<file path="src/sv/mbe_pkg.sv">
// Shared types and constants for the Mandelbrot escape-time unit.
package mbe_pkg;

    localparam int PIX_W     = 10;
    localparam int Q_W       = 32;
    localparam int STEP_W    = 31;
    localparam int CNT_W     = 16;
    localparam int FRAC      = 28;
    localparam int PROD_W    = 2 * Q_W;
    localparam int CFG_IDX_W = 2;
    localparam int CFG_DAT_W = 32;

    localparam int QUEUE_DEPTH = 4;
    localparam int QPTR_W      = $clog2(QUEUE_DEPTH);

    localparam logic [CFG_IDX_W-1:0] CFG_CENTRE_REAL    = 2'd0;
    localparam logic [CFG_IDX_W-1:0] CFG_CENTRE_IMAG    = 2'd1;
    localparam logic [CFG_IDX_W-1:0] CFG_PIXEL_STEP     = 2'd2;
    localparam logic [CFG_IDX_W-1:0] CFG_ITERATION_LIMIT = 2'd3;

    localparam logic signed [Q_W-1:0] CENTRE_RST = '0;
    localparam logic [STEP_W-1:0]     STEP_RST   = 31'd1048576;
    localparam logic [CNT_W-1:0]      LIMIT_RST  = 16'd100;

    // |z|^2 >= 4.0 in Q8.56
    localparam logic [PROD_W-1:0] ESCAPE_MAG = 64'h0400_0000_0000_0000;

    typedef struct packed {
        logic signed [Q_W-1:0] centre_real;
        logic signed [Q_W-1:0] centre_imag;
        logic [STEP_W-1:0]     pixel_step;
        logic [CNT_W-1:0]      iteration_limit;
    } t_cfg;

    typedef struct packed {
        logic [PIX_W-1:0]      px;
        logic [PIX_W-1:0]      py;
        logic signed [Q_W-1:0] cr;
        logic signed [Q_W-1:0] ci;
    } t_job;

    typedef struct packed {
        logic [PIX_W-1:0] x;
        logic [PIX_W-1:0] y;
        logic [CNT_W-1:0] count;
        logic             in_set;
    } t_result;

    typedef enum logic [4:0] {
        ST_IDLE = 5'b00001,
        ST_UPD  = 5'b00010,
        ST_MUL  = 5'b00100,
        ST_CHK  = 5'b01000,
        ST_FIN  = 5'b10000
    } t_state;

endpackage

</file>
<file path="src/sv/mbe_queue.sv">
// Small job queue between the mapping front end and the iteration engine.
module mbe_queue
    import mbe_pkg::*;
(
    input  logic i_clk,
    input  logic i_rst_n,
    input  logic i_push,
    input  t_job i_data,
    output logic o_full,
    input  logic i_pop,
    output t_job o_data,
    output logic o_empty
);

    t_job              r_mem [QUEUE_DEPTH];
    logic [QPTR_W-1:0] r_wp;
    logic [QPTR_W-1:0] r_rp;
    logic [QPTR_W:0]   r_cnt;

    assign o_full  = (r_cnt == (QPTR_W+1)'(QUEUE_DEPTH));
    assign o_empty = (r_cnt == '0);
    assign o_data  = r_mem[r_rp];

    always_ff @(posedge i_clk) begin
        if (!i_rst_n) begin
            r_wp  <= '0;
            r_rp  <= '0;
            r_cnt <= '0;
        end else begin
            if (i_push) begin
                r_wp <= r_wp + 1'b1;
            end
            if (i_pop) begin
                r_rp <= r_rp + 1'b1;
            end
            if (i_push && !i_pop) begin
                r_cnt <= r_cnt + 1'b1;
            end else if (!i_push && i_pop) begin
                r_cnt <= r_cnt - 1'b1;
            end
        end
    end

    always_ff @(posedge i_clk) begin
        if (i_push) begin
            r_mem[r_wp] <= i_data;
        end
    end

    a_no_overflow: assert property (@(posedge i_clk) disable iff (!i_rst_n)
        i_push |-> !o_full) else $error("queue push while full");
    a_no_underflow: assert property (@(posedge i_clk) disable iff (!i_rst_n)
        i_pop |-> !o_empty) else $error("queue pop while empty");

endmodule

</file>
<file path="config.mk">
export PLATFORM = sky130hd
export DESIGN_NAME = mbe_queue
export DESIGN_NICKNAME = d
export VERILOG_FILES = /design/src/sv/mbe_pkg.sv /design/src/sv/mbe_queue.sv
export SDC_FILE = /design/constraint.sdc
export NUM_CORES = 1
export LEC_CHECK = 0
export BUFFER_PORTS_ARGS = -buffer_cell sky130_fd_sc_hd__buf_4
export CAP_MARGIN = 20
export CORE_AREA = 2 2 137 240
export DETAILED_ROUTE_END_ITERATION = 7
export DIE_AREA = 0 0 139 242
export GPL_TIMING_DRIVEN = 0
export SETUP_SLACK_MARGIN = 0.02
export SYNTH_ARGS = -nofsm -noshare
export SYNTH_HDL_FRONTEND = slang
export SYNTH_SLANG_ARGS = --single-unit
</file>
<file path="constraint.sdc">
create_clock -name i_clk -period 7.9 [get_ports i_clk]
set_input_delay 1.185 -clock i_clk [delete_from_list [all_inputs] [get_ports i_clk]]
set_output_delay 1.185 -clock i_clk [all_outputs]
set_load 0.02 [all_outputs]
</file>
==> impl_results.md <==
* Setup violators final at 0
* Hold path startpoint: r_cnt[2]$_SDFFE_PN0P_
* Die ar. at 33600 um2
* Number of core rows at 87
* H-Tree Depth at 1
* Placed cells at roughly 1100
* Crit path time final at roughly 3.4 ns
* Post-Synthesis Cells at approximately 480
* RR Startpoint: r_wp[0]$_SDFFE_PN0P_
* Unrepaired setup endpoints after global routing: false
* FF+latch area at about 10000 um2
* Post-layout util at about half
* CTS root buf: clkbuf_16
* DIE WIDTH at around 140 um
* Share of cells above drive strength 1 at around 46%
* Post-Layout Cell Count at about 1100
* Layout net count at around 780
* Crit share post-route at a little over two fifths
* Total core area at 31800 um2
* Top_reg_cell synth: edfxtp_1
* Status: finished clean
* Clk_lat worst skew at 0.55 ns
* First-pass GRT wire length at around 36000 um
* Synth top area share at between 80% and 90%
* Overflow left after global routing at 0
* Power Total at 0.00410 W
* Syn nets at ~580
* Hold slack at 0.555 ns
* 1st-iter DRT viols at about 250
* Synth Area per Inst at 26.1 um2
* Resized Gates After CTS at 0
* Crit start category: flop
* Synth top area cells: edfxtp_1, mux4_2, dfxtp_1, buf_6, ha_1
* Post-DR wirelength/cell at 21.4 um
* FF+latch count, synth at roughly 350
* Final antenna-violating net count at 0
* Register area share after synthesis at 81.7%
* Top achievable clock speed at just under 0.3 GHz
* Least-Margin Pin Slew at approximately 0.73 ns
* Ant diodes at 0
* PD cells at 265 nW/um2
* FILL cells at approximately 2600
* CP Data Arrival Time at around 2.2 ns
* HP Class: reg -> reg
* CTS tree: done
* Yosys warns at 0
* Num CTS Buffers at 30
* Max Cap Viol at 0
* Post-detail-place hpwl at roughly 15000 um
* Setup Skew at roughly 0.0085 ns
* Critical Path Fanout Max at 10
* Post-CTS setup buffers at 0
* Final TNS setup at 0 ns
* Largest net degree at the start of global routing at between 40 and 50
* Fin. Hold Viols at 0
* Num Clock Sinks at between 300 and 400
* P_leak at roughly 5.2 nW
* Vias in the first global route at around 6300
* Cell accounting for the most synthesized area: edfxtp_1
* Peak supply drop at 0.183 mV
* Post-synthesis cell type count at 21
* Netlist Area Pre-Place at 12600 um2
* Slew Limit Fails at 0
* Worst setup EP type: primary output
* Area Growth Syn to Fin at 23.2%
* Multi-input logic area at ~2200 um2
* Residual DRC at 0
* DR vias/cell at between 5 and 6
* GRT Total Usage at between 10% and 20%
* Drt pass-1 iters at 4
* Clock buffer depth at 3
* Clock-pin slew on the worst setup and hold paths at approximately 0.070 ns
* Final RePlAce weighted congestion at between 0.6 and 0.7
* Routed via count at 5615
* Post-synth EDFFs at ~340
* Async SR Flop Fraction at 0%
* Hold-fix buffers at CTS at 0
* Routed WL at 23800 um
* Initial Utilization at 39.5%
* CP required at around 6.7 ns
* Port bufs at 173
* Initial antenna violation count at 0
* Max-slew headroom at a little over 50%
* Chip Height at 242 um
* Crit Path Category: reg -> out
* # IOs at between 150 and 200
-- cells in the mapped netlist, types with 3 or more instances --
cell type  count
dfxtp_1        9
inv_1          4
buf_6          7
buf_2          7
and2_1         9
xor2_1         3
edfxtp_1     336
ha_1           5
mux4_2        84
-- where the power goes --
part	internal, W	switching, W
Clock	0.000847	0.000621
Combinational	0.000235	0.000270
Sequential	0.00210	0.0000216
-- critical path, cell delays in order, from the launching register on --
cell and delay (ns):
dfxtp_1 0.37, buf_2 0.34, buf_2 0.36, mux4_2 0.39, buf_4 0.18
-- path summary, 6_finish.rpt --
check	endpoint	slack [ns]	depth (start not counted)
setup / recovery	o_data[41]	4.53	4
hold / removal	r_cnt[2]$_SDFFE_PN0P_	0.55	2
setup reg to reg	r_mem[2][82]$_DFFE_PP_	5.94	4
hold reg to reg	r_cnt[2]$_SDFFE_PN0P_	0.55	2
-- metrics by stage --
stage | setup WS, ns | instance area, um2
6_report | 4.53 | 15500
4_1_cts | 4.43 | 15500
3_5_place_dp | 5.04 | 14500
2_1_floorplan | 4.31 | 12600
5_1_grt | 4.39 | 15500
3_3_place_gp | 2.68 | 14400
-- cell usage in the layout (no fill, tap or decap), types with 5 or more instances in the layout --
master / synthesis / layout
clkbuf_1: 2 / 7
clkinv_1: 0 / 6
edfxtp_1: 336 / 336
and2_1: 9 / 5
buf_2: 7 / 7
buf_4: 2 / 175
clkbuf_16: 0 / 31
dfxtp_1: 9 / 9
mux4_2: 84 / 84
buf_6: 7 / 7
ha_1: 5 / 5
-- routing by layer --
metal,vias up,track usage (%),part of all wire [%]
met2,135,27.3,57
met3,43,2.98,5.1
met1,2954,14.9,35
li1,2483,-,-
met4,0,4.96,2.9
met5,-,0,0
-- sequential cells by signal, indices dropped and copies added, names as in the netlist, named ones only --
| signal | cells |
|---|---|
| r_mem | 336 |
| r_cnt | 3 |
| r_rp | 2 |
| r_wp | 2 |
-- cells by family after synthesis --
kind of cell	Yosys count	synth area share [%]
flops	345	81.7
mux	86	15.2
buf+inv	22	1.21
simple gates	15	0.727
fa+ha+maj	6	0.657
xor+xnor	5	0.349
compound gates	2	0.0996
-- final cells by class --
type | count | area share [%]
buffer | 18 | 0.881
clock buffer | 36 | 5.13
clock inverter | 18 | 1.30
timing repair buffer | 177 | 9.10
multi-input combinational | 114 | 13.9
inverter | 4 | 0.0970
sequential | 345 | 66.3
tap | 400 | 3.23
Note: power is estimated with default switching activity, not from simulation.
