**src/sv/mbe_pkg.sv**
```systemverilog
// Shared types and constants for the Mandelbrot escape-time unit.
package mbe_pkg;

    localparam int PIX_W     = 10;
    localparam int Q_W       = 32;
    localparam int STEP_W    = 31;
    localparam int CNT_W     = 16;
    localparam int FRAC      = 28;
    localparam int PROD_W    = 2 * Q_W;
    localparam int CFG_IDX_W = 2;
    localparam int CFG_DAT_W = 32;

    localparam int QUEUE_DEPTH = 4;
    localparam int QPTR_W      = $clog2(QUEUE_DEPTH);

    localparam logic [CFG_IDX_W-1:0] CFG_CENTRE_REAL    = 2'd0;
    localparam logic [CFG_IDX_W-1:0] CFG_CENTRE_IMAG    = 2'd1;
    localparam logic [CFG_IDX_W-1:0] CFG_PIXEL_STEP     = 2'd2;
    localparam logic [CFG_IDX_W-1:0] CFG_ITERATION_LIMIT = 2'd3;

    localparam logic signed [Q_W-1:0] CENTRE_RST = '0;
    localparam logic [STEP_W-1:0]     STEP_RST   = 31'd1048576;
    localparam logic [CNT_W-1:0]      LIMIT_RST  = 16'd100;

    // |z|^2 >= 4.0 in Q8.56
    localparam logic [PROD_W-1:0] ESCAPE_MAG = 64'h0400_0000_0000_0000;

    typedef struct packed {
        logic signed [Q_W-1:0] centre_real;
        logic signed [Q_W-1:0] centre_imag;
        logic [STEP_W-1:0]     pixel_step;
        logic [CNT_W-1:0]      iteration_limit;
    } t_cfg;

    typedef struct packed {
        logic [PIX_W-1:0]      px;
        logic [PIX_W-1:0]      py;
        logic signed [Q_W-1:0] cr;
        logic signed [Q_W-1:0] ci;
    } t_job;

    typedef struct packed {
        logic [PIX_W-1:0] x;
        logic [PIX_W-1:0] y;
        logic [CNT_W-1:0] count;
        logic             in_set;
    } t_result;

    typedef enum logic [4:0] {
        ST_IDLE = 5'b00001,
        ST_UPD  = 5'b00010,
        ST_MUL  = 5'b00100,
        ST_CHK  = 5'b01000,
        ST_FIN  = 5'b10000
    } t_state;

endpackage

```
**src/sv/mbe_front.sv**
```systemverilog
// Front end: accepts pixel coordinates and maps them to the complex constant c.
module mbe_front
    import mbe_pkg::*;
#(
    parameter int IMAGE_WIDTH  = 1024,
    parameter int IMAGE_HEIGHT = 1024
) (
    input  logic             i_clk,
    input  logic             i_rst_n,
    input  logic             i_valid,
    output logic             o_stall,
    input  logic [PIX_W-1:0] i_px,
    input  logic [PIX_W-1:0] i_py,
    input  t_cfg             i_cfg,
    output logic             o_push,
    output t_job             o_job,
    input  logic             i_full
);

    localparam int HALF_X   = IMAGE_WIDTH / 2;
    localparam int HALF_Y   = IMAGE_HEIGHT / 2;
    localparam int HALF_MAX = (HALF_X > HALF_Y) ? HALF_X : HALF_Y;
    localparam int HALF_B   = $clog2(HALF_MAX + 1);
    localparam int OFF_W    = ((PIX_W > HALF_B) ? PIX_W : HALF_B) + 1;
    localparam int MUL_W    = OFF_W + STEP_W + 1;
    localparam int SUM_W    = MUL_W + 1;

    localparam logic signed [SUM_W-1:0] SAT_HI = SUM_W'($signed(32'h7FFF_FFFF));
    localparam logic signed [SUM_W-1:0] SAT_LO = SUM_W'($signed(32'h8000_0000));

    logic                    r_s1_v;
    logic [PIX_W-1:0]        r_s1_px;
    logic [PIX_W-1:0]        r_s1_py;
    logic                    r_s2_v;
    logic [PIX_W-1:0]        r_s2_px;
    logic [PIX_W-1:0]        r_s2_py;
    logic signed [MUL_W-1:0] r_s2_mx;
    logic signed [MUL_W-1:0] r_s2_my;

    logic                    w_en2;
    logic                    w_en1;
    logic signed [OFF_W-1:0] w_off_x;
    logic signed [OFF_W-1:0] w_off_y;
    logic signed [Q_W-1:0]   w_step;
    logic signed [MUL_W-1:0] w_mul_x;
    logic signed [MUL_W-1:0] w_mul_y;
    logic signed [SUM_W-1:0] w_sum_x;
    logic signed [SUM_W-1:0] w_sum_y;
    logic signed [Q_W-1:0]   w_cr;
    logic signed [Q_W-1:0]   w_ci;

    assign w_en2   = !r_s2_v || !i_full;
    assign w_en1   = !r_s1_v || w_en2;
    assign o_stall = !w_en1;
    assign o_push  = r_s2_v && !i_full;

    // offset from image middle, times step
    assign w_off_x = $signed(OFF_W'(r_s1_px)) - $signed(OFF_W'(HALF_X));
    assign w_off_y = $signed(OFF_W'(r_s1_py)) - $signed(OFF_W'(HALF_Y));
    assign w_step  = $signed({1'b0, i_cfg.pixel_step});
    assign w_mul_x = MUL_W'(w_off_x) * MUL_W'(w_step);
    assign w_mul_y = MUL_W'(w_off_y) * MUL_W'(w_step);

    assign w_sum_x = SUM_W'(r_s2_mx) + SUM_W'(i_cfg.centre_real);
    assign w_sum_y = SUM_W'(r_s2_my) + SUM_W'(i_cfg.centre_imag);

    always_comb begin
        if (w_sum_x > SAT_HI) begin
            w_cr = SAT_HI[Q_W-1:0];
        end else if (w_sum_x < SAT_LO) begin
            w_cr = SAT_LO[Q_W-1:0];
        end else begin
            w_cr = w_sum_x[Q_W-1:0];
        end
        if (w_sum_y > SAT_HI) begin
            w_ci = SAT_HI[Q_W-1:0];
        end else if (w_sum_y < SAT_LO) begin
            w_ci = SAT_LO[Q_W-1:0];
        end else begin
            w_ci = w_sum_y[Q_W-1:0];
        end
    end

    assign o_job = '{px: r_s2_px, py: r_s2_py, cr: w_cr, ci: w_ci};

    always_ff @(posedge i_clk) begin
        if (!i_rst_n) begin
            r_s1_v <= 1'b0;
            r_s2_v <= 1'b0;
        end else begin
            if (w_en1) begin
                r_s1_v <= i_valid;
            end
            if (w_en2) begin
                r_s2_v <= r_s1_v;
            end
        end
    end

    always_ff @(posedge i_clk) begin
        if (w_en1 && i_valid) begin
            r_s1_px <= i_px;
            r_s1_py <= i_py;
        end
        if (w_en2) begin
            r_s2_px <= r_s1_px;
            r_s2_py <= r_s1_py;
            r_s2_mx <= w_mul_x;
            r_s2_my <= w_mul_y;
        end
    end

endmodule

```
**config.mk**
```make
export PLATFORM = sky130hd
export DESIGN_NAME = mbe_front
export DESIGN_NICKNAME = d
export VERILOG_FILES = /design/src/sv/mbe_pkg.sv /design/src/sv/mbe_front.sv
export SDC_FILE = /design/constraint.sdc
export NUM_CORES = 2
export LEC_CHECK = 0
export BUFFER_PORTS_ARGS = -buffer_cell sky130_fd_sc_hd__buf_2
export CAP_MARGIN = 25
export CORE_MARGIN = 8
export CORE_UTILIZATION = 64
export DETAILED_ROUTE_END_ITERATION = 8
export PLACE_DENSITY = 0.95
export SLEW_MARGIN = 20
export SYNTH_ARGS = -nofsm -noshare
export SYNTH_HDL_FRONTEND = slang
export SYNTH_SLANG_ARGS = --single-unit
```
**constraint.sdc**
```tcl
create_clock -name i_clk -period 8.4 [get_ports i_clk]
set_input_delay 1.68 -clock i_clk [delete_from_list [all_inputs] [get_ports i_clk]]
set_output_delay 1.68 -clock i_clk [all_outputs]
set_load 0.1 [all_outputs]
```
==> impl_metrics.yaml <==
run:
  maxCapViolations: 0
logic_synthesis:
  syn_area_sq_um: 31040
  ys_seq_area_share_pct: 12.32
  async_flop_share_pct: 0
  ys_top_cells_by_area: "fa_1, ha_1, edfxtp_1"
  synth_nets: 4430
  syn_area_per_cell_sq_um: 8.964
  synth-edff-count: 126
  synth_top_area_cell: "fa_1"
  yosysWarnings: 0
  yosysTopAreaCellShare_pct: 33.79
  synth-seq-cells: 128
  syn_inst: 3463
  synth_flop_cell: "edfxtp_1"
  synth.distinct_cells: 81
layout:
  num-fill-cells: 3362
  drive_gt1_share_pct: 9.417
  fin_nets: 4522
  synthToLayoutAreaGrowth_pct: 6.562
  final_area_sq_um: 33080
placed_design:
  place_congestion: 0.9209
  io_buffers: 204
  post_dp_cell_area_sq_um: 32440
  dp_hpwl_um: 60840
setup_path:
  cp.arrival_ps: 6150
  cp.required_ps: 6720
  cp-endpoint: "o_job[8]"
  startpoint_type: "input pin"
  worstSetupEndpointType: "output pin"
  rr_worst_depth: 22
  crit_path_frequent_cell: "buf_2"
  critPathMaxStageDelay_ps: 680
  r2r_start: "r_s1_px[2]"
  critical_path.startpoint: "i_cfg[67]"
  cp_max_fo: 31
  r2r_slack_ps: 1370
  cp_cell_sequence: "buf_2 > ha_1 > a21oi_1 > o21ai_0 > nor4b_1 > nand2_1 > a21o_1 > a2111oi_0 > nor3_1 > nor4_1 > a41oi_4 > buf_4 > o31ai_2 > buf_2"
  crit_slowest_cell: "nor4b_1"
  crit_type: "input pin to output pin"
  reg2reg_to: "r_s2_mx[40]"
floorplanning:
  core-area_sq_um: 47850
  die-area_sq_um: 55810
  io_pins: 221
  die_x_um: 236.2
  std_cell_rows: 80
  start_util_pct: 64.88
  die_h_um: 236.2
timing:
  hold_ws_ps: 458.9
  maxSlewHeadroom_pct: 24.42
  hold_violations: 0
  finalSetupTns_ps: 0
  max_freq_mhz: 127.7
  skew_ps: 7.297
  worstMarginPinSlew_ps: 1134
  drv_slew: 0
  fin_crit_sh_pct: 93.26
  setup_viol: 0
  rsz0062_at_grt: "false"
  fin_crit_ps: 7834
grt:
  antenna_found_initial: 10
  grt_usage_pct: 28.41
  grt_pass1_wl_um: 130200
  grt_max_degree: 77
  grt_overflow: 0
  grt_pass1_vias: 27580
clock_network:
  cts.sinks: 128
  insertion_delay_ps: 470
  post-cts-setup-buffers: 0
  cts_made_buffers: 17
  cts_buffer_depth: 2
  ctsResizeCount: 0
  clk_pin_slew_ps: 60
  cts_tree: "yes"
  cts_hold_buf: 0
  htreeDepth: 4
  root_buffer: "clkbuf_16"
status:
  outcome: "complete, no violations"
detailed_routing:
  drc: 0
  routed_wl_um: 78100
  drt-initial-drc-count: 1991
  viasPerCell: 5.965
  via_count: 24980
  wire_per_inst_um: 18.65
  postRouteAntennaNets: 0
  dr.pass1.iters: 8
hold_path:
  hp-class: "register to register"
[cells by family (layout without fill, tap and decap cells)]
kind of cell	after synthesis	count (layout)	share of synthesized area, %
multiplexers	2	2	0.06852
AO/OA/AOI/OAI	540	540	11.51
flip-flops	128	128	12.32
adder cells (fa/ha/maj)	832	832	46.21
other	0	4	0
XOR/XNOR	143	143	4.035
AND/OR/NAND/NOR	1043	1043	16.32
buffers and inverters	775	880	9.545
[area by class of cell]
cell class | count | area (sq um) | share of cell area, %
diodes | 4 | 10.01 | 0.03026
clock buffers | 20 | 446.7 | 1.350
clock inverters | 12 | 137.6 | 0.4161
inverters | 613 | 2301 | 6.956
multi-input cells | 2560 | 24300 | 73.47
flip-flops and latches | 128 | 3824 | 11.56
well taps | 615 | 769.5 | 2.326
repair buffers | 235 | 1289 | 3.896
[critical path, delay by kind of cell]
family | cells | cell delay (ps)
adders and majority gates | 1 | 340
and+or+nand+nor | 4 | 1670
AOI/OAI and AO/OA | 6 | 1550
buffers and inverters | 3 | 870
[routing by layer]
metal | vias up | GRT usage, % | part of all wire, %
met2 | 1093 | 49.87 | 51
met3 | 345 | 5.923 | 7.7
met4 | 12 | 14.98 | 4.9
met1 | 12350 | 32.41 | 37
met5 | - | 0 | 0.099
li1 | 11180 | - | -
[synth_stat cells (65+ instances only)]
master / number
inv_1: 611
fa_1: 524
nand2_1: 427
ha_1: 308
and2_1: 236
nor2_1: 155
a21oi_1: 147
clkbuf_1: 143
edfxtp_1: 126
xnor2_1: 95
a21o_1: 76
o21ai_0: 71
nor2b_1: 65
[how the worst min path moves through the flow]
stage	start	endpoint	cells past startpoint
detailed placement	r_s1_py[7]	r_s2_py[7]	0
CTS	r_s1_py[7]	r_s2_py[7]	0
floorplan	r_s1_px[9]	r_s2_px[9]	0
global route	r_s1_py[7]	r_s2_py[7]	0
global placement	r_s1_py[7]	r_s2_py[7]	0
finish	r_s1_py[7]	r_s2_py[7]	0
[registers in the layout, indices dropped and copies added, names as in the netlist]
| register | count |
|---|---|
| r_s1_px | 10 |
| r_s1_py | 10 |
| r_s1_v | 1 |
| r_s2_mx | 43 |
| r_s2_my | 43 |
| r_s2_px | 10 |
| r_s2_py | 10 |
| r_s2_v | 1 |
[metrics by stage]
step	std cells	utilization, %	setup slack (ps)
3_5_place_dp	4149	67.81	410.7
2_1_floorplan	3463	-	902.2
3_3_place_gp	4148	67.77	543.4
5_1_grt	4183	69.12	444.1
4_1_cts	4181	69.03	760.2
6_report	4187	69.14	566.2
[layout by cell type (no fill, tap or decap), drive strengths merged, types with 76 or more instances in the layout]
cell type	netlist	routed
a21o	76	76
a21oi	148	148
and2	236	236
buf	19	235
edfxtp	126	126
fa	524	524
ha	308	308
inv	612	613
nand2	427	427
nor2	156	156
o21ai	141	141
xnor2	95	95
Power is left out: the tool's default activity adds up to more than one toggle a clock period on the data nets, which glitch-free logic cannot reach.
